[src/rtl/gra_ram.sv]
// Generic simple dual-port RAM: one write port, one registered read port.
// No dependencies.
module gra_ram #(
    parameter int WIDTH = 8,
    parameter int DEPTH = 16
) (
    input  logic                                       i_clk,
    input  logic                                       i_we,
    input  logic [((DEPTH > 1) ? $clog2(DEPTH) : 1)-1:0] i_waddr,
    input  logic [WIDTH-1:0]                           i_wdata,
    input  logic [((DEPTH > 1) ? $clog2(DEPTH) : 1)-1:0] i_raddr,
    output logic [WIDTH-1:0]                           o_rdata
);

    logic [WIDTH-1:0] r_mem [DEPTH];
    logic [WIDTH-1:0] r_q;

    always_ff @(posedge i_clk) begin
        if (i_we) begin
            r_mem[i_waddr] <= i_wdata;
        end
        r_q <= r_mem[i_raddr];
    end

    assign o_rdata = r_q;

endmodule

[config.mk]
export PLATFORM = sky130hd
export DESIGN_NAME = gra_ram
export DESIGN_NICKNAME = d
export VERILOG_FILES = /design/src/rtl/gra_ram.sv
export SDC_FILE = /design/constraint.sdc
export NUM_CORES = 1
export LEC_CHECK = 0
export CORE_UTILIZATION = 30
export DETAILED_ROUTE_END_ITERATION = 8
export DONT_BUFFER_PORTS = 1
export MAX_ROUTING_LAYER = met4
export PLACE_DENSITY = 0.47
export SYNTH_ARGS = -nofsm -noshare
export SYNTH_HDL_FRONTEND = slang
export SYNTH_SLANG_ARGS = --single-unit
export TNS_END_PERCENT = 10
[constraint.sdc]
create_clock -name i_clk -period 2.3 [get_ports i_clk]
set_input_delay 0.46 -clock i_clk [delete_from_list [all_inputs] [get_ports i_clk]]
set_output_delay 0.46 -clock i_clk [all_outputs]
set_load 0.02 [all_outputs]
==> Word-level counts from Yosys, hierarchy flattened <==
Memories as Yosys holds them, arrays and structs flattened. A register that Yosys moved wholly into a read port is not among the register bits.
Index checks and enable logic that the tools add are counted.
{ "op_classes": {"n_addsub": 0, "mul": 0, "div_mod_pow": 0, "n_lt_le_gt_ge": 0, "eq_ne": 0, "shifts": 0, "n_mux": 2, "n_bitwise": 0, "n_reduce_logical": 0} }
{ "op_table": {"columns": ["cell", "count"], "rows": [
  ["$mux 1", 2]
]} }
{ "totals": {"register_bits": 0, "latch_bits": 0, "mem_bits_rw": 128, "rom_bits": 0, "input_bits": 18, "out_inout_bits": 8, "elab_cells": 3, "memories": 1} }
{ "memory_table": {"columns": ["memory", "words", "word_bits", "rd", "rd_clocked_by_memory_dff", "write_ports", "line", "rtl"], "rows": [
  ["r_mem", 16, 8, 1, 1, 1, "15", "logic [WIDTH-1:0] r_mem [DEPTH];"]
]} }

==> Depth between registers and ports, before layout <==
Gate-level depths: netlist of run 1.
{ "logic_depth": {"word_depth": 2, "depth_mapped": 5, "ltp_nobuf": 3} }

==> Worst setup path before layout of run 1 <==
No wires, ideal clock.
{ "synth_timing": {"kind": "input to register", "from": "input i_waddr[2] (netlist bit)", "to": "memory r_mem[0][0], enable pin", "setup_ns": 0.383, "arrival_ns": 1.570, "t_required_ns": 1.917, "setup_slack_ns": 0.347, "path_stages": 2, "n_path_buf": 0, "path_cell_list": "or3b_2 nor3_1"} }
{ "synth_lines": {"columns": ["element", "line", "rtl"], "rows": [
  ["from (decl)", "9", "input logic [((DEPTH > 1) ? $clog2(DEPTH) : 1)-1:0] i_waddr,"],
  ["to (decl)", "15", null]
]} }
Straight into the memory's write port.

==> run_results.csv, run 1 <==
group,metric,value,unit
worst_setup_path,path_max_fanout,1,
synthesis,netlist-cell-type-count,19,
place,gp_congestion,0.670,
global_routing,grt_pass1_vias,2392,
layout,antenna_cells,0,
sta,fin_crit_sh,60.6,%
global_routing,track_usage,13.8,%
die,rows,47,
layout,layout_commonest_cell,"edfxtp_1",
synthesis,synth_area_leaders,"edfxtp_1 75%, mux4_2 7.9%, mux4_1 7.1%",
die,initial_core_util,30.9,%
global_routing,grt-ovfl-total,0,
worst_setup_path,endpoint_kind,"flop",
synthesis,synthCells,229,
cts,postCtsSetupBuffers,0,
synthesis,synth_area_per_cell,22.5,µm²
layout,syn2layout_area_growth,16.9,%
sta,rsz0062_at_grt,"false",
drt,drt-pass1-iter-count,6,
drt,vias,2368,
cts,clk_latency,0.42,ns
worst_setup_path,critical_path_class,"flop to flop",
pwr,total_power,0.00549,W
worst_setup_path,cp-start-kind,"flop",
drt,drc,0,
sta,whs,0.132,ns
synthesis,synth-main-ff-cell,"edfxtp_1",
outcome,status,"complete, no violations",
pwr,p_leak,1.94,nW
cts,path_clk_slew,0.06,ns
synthesis,yosysSeqAreaShare,77.8,%
synthesis,synth_edf_count,128,
drt,drt_iter0_drc,143,
place,pre_cts_ws,0.587,ns
sta,setup_viol,0,
cts,cts_made_buffers,17,
layout,post-route-util,36.2,%
die,die_area,0.0177,mm²
cts,htreeDepth,4,
sta,hold_viol,0,
sta,fin_ws,0.906,ns
sta,tns,0,ns
pwr,p_per_area,912,mW/mm²
worst_hold_path,hp-class,"primary input to flop",
sta,tightest_slew,0.769,ns
cts,cts_tree,"done",
die,coreArea,0.0166,mm²
synthesis,yosys.area_share.simple,3.18,%
die,dieWidth,133,µm
layout,final_cell_mix,"128 x edfxtp_1, 18 x mux4_2, 17 x clkbuf_16, 17 x buf_4, 16 x a22oi_1",
cts,max-clock-path-buffers,2,
global_routing,grt_pass1_wl,16.1,mm
global_routing,antenna_found_initial,0,
drt,viasPerCell,4.85,
synthesis,synth-seq-cells,136,
cts,clk_root_buffer_cell,"clkbuf_16",
synthesis,ys_warn_count,0,
synthesis,synth_fp_nets,247,
place,port_buffers,0,
layout,layout-drive-gt1-share,25.0,%
synthesis,synthAdderAreaFrac,0,%
drt,drt_wl_total,10.8,mm
worst_setup_path,arrival,1.69,ns
die,ios,26,
worst_setup_path,crit_required,2.59,ns
cts,cts.sinks,136,
sta,slew_violations,0,
synthesis,synth_compound_area_share,2.33,%
run,cap_viol_max_count,0,
synthesis,muxShareOfSynthArea,15.0,%
cts,ctsResizeCount,0,
synthesis,synth_area,0.00515,mm²
sta,period_minus_slack,1.39,ns
synthesis,synth-xor-area-share,0,%
drt,drtAntennaViolNets,0,
synthesis,postSynth.asyncResetShare,0,%
sta,fin_skew,0.00879,ns
synthesis,synth_top_family_by_area,"multiplexers",
layout,nets,273,
die,die_y,133,µm
drt,wl_per_cell,22.1,µm
cts,ctsHoldBuffers,0,
sta,max_freq,718,MHz
pwr,ir_drop,516,µV
global_routing,grt_start_max_net_pins,33,
place,hpwl,6.80,mm
synthesis,synth_top_cell_area_share,74.7,%
sta,max_slew_margin,48.5,%
synthesis,synth_area_leader_cell,"edfxtp_1",
## layer usage
metal	up-vias	track usage [%]	routed length (µm)
met5	-	-	0
met4	0	6.70	230
met2	72	19.3	4930
met3	15	4.10	588
li1	1028	-	-
met1	1253	18.3	5050
## registers in the layout, summed over array words and instances (netlist names)
register / count
r_mem: 128
o_rdata: 8
## cell families (layout without fill, tap and decap cells)
logic type | after synthesis | count (layout)
multiplexers | 32 | 32
buffers and inverters | 10 | 49
flip-flops | 136 | 136
AND/OR/NAND/NOR | 35 | 35
AO/OA/AOI/OAI | 16 | 16
## final cells by class
cell class	instances	area [µm²]
Clock inverter	15	129
Tap cell	220	275
Sequential cell	136	4000
Timing Repair Buffer	17	128
Multi-Input combinational cell	83	1060
Fill cell	1531	10600
Clock buffer	17	425
## synthesized netlist by cell type (2+ instances only)
cell	n
dfxtp_1	8
nand3b_1	2
mux4_1	14
buf_2	3
mux4_2	18
buf_6	3
a22oi_1	16
clkdlybuf4s25_2	3
nand2b_1	2
edfxtp_1	128
nor3_1	4
nand2_1	9
nor2_1	13
## worst max-delay path, stage by stage, from the launching register on
cell and delay [ns]:
edfxtp_1 0.36, mux4_1 0.57, a22oi_1 0.24, nand2_1 0.10
## where the power goes
| part | internal [W] | total (W) | switching, W |
|---|---|---|---|
| clock network | 0.00148 | 0.00252 | 0.00104 |
| logic | 0.0000843 | 0.000157 | 0.0000725 |
| registers | 0.00277 | 0.00281 | 0.0000379 |
## through the flow
stage | instance area, µm² | std cells
after floorplan | 5150 | 229
after global placement | 5460 | 456
after detailed placement | 5460 | 456
after CTS | 6020 | 488
after global routing | 6020 | 488
final | 6020 | 488
## worst paths after layout
kind	endpoint	cells after the start	slack (ns)	start
max	o_rdata[0]	3	0.91	r_mem[4][0]
min	r_mem[4][1]	0	0.13	i_wdata[1]
max reg2reg	o_rdata[0]	3	0.91	r_mem[4][0]
min reg2reg	o_rdata[7]	3	0.67	r_mem[12][7]
Power figures use the tool's default switching activity.
==> run 2: changes to the inputs <==
--- a/config.mk
+++ b/config.mk
@@ -5,6 +5,7 @@
 export SDC_FILE = /design/constraint.sdc
 export NUM_CORES = 1
 export LEC_CHECK = 0
+export ABC_AREA = 1
 export CORE_UTILIZATION = 30
 export DETAILED_ROUTE_END_ITERATION = 8
 export DONT_BUFFER_PORTS = 1
==> constraint.sdc (replaced) <==
create_clock -name i_clk -period 1.4 [get_ports i_clk]
set_input_delay 0.28 -clock i_clk [delete_from_list [all_inputs] [get_ports i_clk]]
set_output_delay 0.28 -clock i_clk [all_outputs]
set_load 0.02 [all_outputs]
==> run 2 against run 1 <==
Against the previous run:
- core utilization rose by 0.23 points
- first-iteration DRC count rose by 150%
- clock skew barely moved
- total power rose by 79%
- wire length rose by 27%
- non-clock buffer count rose by 14
- sequential power rose by 64%
- clock power rose by 87%
- via count rose by 59%
- die area rose by 12%
- highest routed layer unchanged
==> run_results.csv, run 2 <==
group,metric,value,unit
sta,hold_viol,0,
cts,cts_made_buffers,17,
drt,vias,3756,
cts,ctsResizeCount,0,
layout,fillers,1861,
sta,fin_skew,0.00857,ns
global_routing,grt_start_max_net_pins,66,
worst_setup_path,cp-start-kind,"primary input",
layout,layout-drive-gt1-share,8.98,%
layout,final_cell_mix,"173 x nand2_1, 128 x edfxtp_1, 100 x inv_1, 97 x nand3_1, 18 x buf_4",
sta,tns,0,ns
sta,max_slew_margin,49.4,%
cts,clk_root_buffer_cell,"clkbuf_16",
sta,whs,0.0115,ns
pwr,p_leak,2.88,nW
layout,largest_register_ff_count,128,
layout,syn2layout_area_growth,18.4,%
cts,ctsHoldBuffers,9,
worst_setup_path,cp_top_family,"buffers and inverters",
worst_setup_path,critical_path_class,"primary input to flop",
sta,rsz0062_at_grt,"false",
die,initial_core_util,30.7,%
synthesis,synth_area_per_cell,10.5,µm²
layout,nets,595,
place,pre_cts_ws,0.167,ns
synthesis,synth_fp_nets,569,
global_routing,grt_pass1_wl,21.3,mm
run,cap_viol_max_count,0,
global_routing,antenna_found_initial,0,
worst_setup_path,path_buf_inv,1,
die,ios,26,
cts,cts_tree,"done",
cts,postCtsSetupBuffers,0,
synthesis,yosysMostFrequentCell,"nand2_1",
die,die_area,0.0198,mm²
place,gp_congestion,0.766,
cts,path_clk_slew,0.05,ns
synthesis,synth-seq-cells,136,
pwr,ir_drop,815,µV
synthesis,synth-main-ff-cell,"edfxtp_1",
sta,fin_ws,0.198,ns
cts,htreeDepth,4,
die,coreArea,0.0188,mm²
cts,max-clock-path-buffers,2,
drt,drt_wl_total,13.7,mm
synthesis,synth_area_leader_cell,"edfxtp_1",
sta,slew_violations,0,
sta,setup_viol,0,
worst_setup_path,worstPathCellList,"dlygate4sd3_1",
worst_setup_path,slowest_stage,"dlygate4sd3_1",
layout,layout_commonest_cell,"nand2_1",
drt,drtAntennaViolNets,0,
worst_setup_path,arrival,1.31,ns
worst_hold_path,hp-class,"primary input to flop",
global_routing,track_usage,15.5,%
global_routing,grt_pass1_vias,3732,
sta,tightest_slew,0.756,ns
sta,fin_crit_sh,85.9,%
drt,met1Wirelength,5.73,mm
layout,post-route-util,36.4,%
layout,antenna_cells,0,
synthesis,synth_top_cell_area_share,66.7,%
drt,drt-pass1-iter-count,5,
place,dpl-instance-area,0.00611,mm²
synthesis,yosysSeqAreaShare,69.4,%
drt,viasPerCell,4.56,
worst_setup_path,crit_required,1.51,ns
drt,route.met3.wl,670,µm
synthesis,synth_area_leaders,"edfxtp_1 67%, nand2_1 11%, nand3_1 8.4%",
synthesis,ys_warn_count,0,
synthesis,synth_edf_count,128,
sta,period_minus_slack,1.20,ns
cts,cts.sinks,136,
worst_setup_path,critPathMaxStageDelay,1.03,ns
worst_setup_path,endpoint_kind,"flop",
place,port_buffers,0,
outcome,status,"complete, no violations",
synthesis,postSynth.asyncResetShare,0,%
die,rows,50,
drt,wl_met2,7.13,mm
synthesis,synth_area,0.00577,mm²
pwr,p_per_area,1440,mW/mm²
sta,max_freq,832,MHz
cts,clk_latency,0.42,ns
drt,drc,0,
synthesis,synth.top_cells.by_count,"173 x nand2_1, 128 x edfxtp_1, 100 x inv_1, 97 x nand3_1, 17 x nor2_1",
place,hpwl,8.55,mm
drt,drt_iter0_drc,352,
layout,largest-register,"r_mem",
global_routing,grt-ovfl-total,0,
die,dieWidth,141,µm
synthesis,synthCells,551,
synthesis,netlist-cell-type-count,12,
die,die_y,141,µm
layout,fin_area,0.00683,mm²
drt,top_layer,"met4",
worst_setup_path,path_max_fanout,16,
drt,wl_per_cell,16.7,µm
## run 2: cell count changes in the layout (fill, tap and decap cells not counted), sizes merged, moves of 5 or more
cell         before  now
buf              17   22
dlygate4sd3       0    9
nand2             9  173
inv               3  102
mux4             32    0
a22oi            16    0
nand3             1   97
## run 2: logic make-up after synthesis
logic type / after synthesis / synth area share [%]
flops: 136 / 69.4
simple gates: 289 / 21.0
buf+inv: 126 / 9.52
## run 2: worst reg2reg max path: stages (launching register included)
cell and delay (ns):
edfxtp_1 0.36, inv_1 0.06, nand2_1 0.05, nand3_1 0.10
nand3_1 0.08, nand3_1 0.18, nand2_1 0.07
## run 2: worst paths after layout
check	start	to	slack [ns]	cells past startpoint
worst min-delay path	i_raddr[3]	o_rdata[1]	0.01	2
worst max-delay path	i_wdata[3]	r_mem[0][3]	0.20	1
worst min register to register	r_mem[12][2]	o_rdata[2]	0.66	6
worst max register to register	r_mem[3][7]	o_rdata[7]	0.39	6
## run 2: where the power goes
part	switching, W	internal [W]
registers	0.0000658	0.00455
logic	0.000316	0.000160
clock network	0.00164	0.00307
## run 2: per-layer routing
metal,GRT usage [%],vias up
met5,-,-
met4,5.55,0
met2,26.7,89
met3,4.08,15
met1,17.3,1833
li1,-,1819
## run 2: cell type report
type                       instances  area, µm²  area share (%)
clock buffer                      21        460            6.74
clock inverter                    11        171            2.51
inverter                         102        383            5.61
multi-input combinational        289       1210            17.8
sequential                       136       4000            58.6
tap                              234        293            4.29
timing repair buffer              31        305            4.47
## run 2: per-stage QoR
step,total power [W],std cells
after detailed placement,0.00510,783
after global placement,0.00510,783
after CTS,0.00989,824
after floorplan,0.00501,551
final,0.00981,824
after global routing,0.0101,824
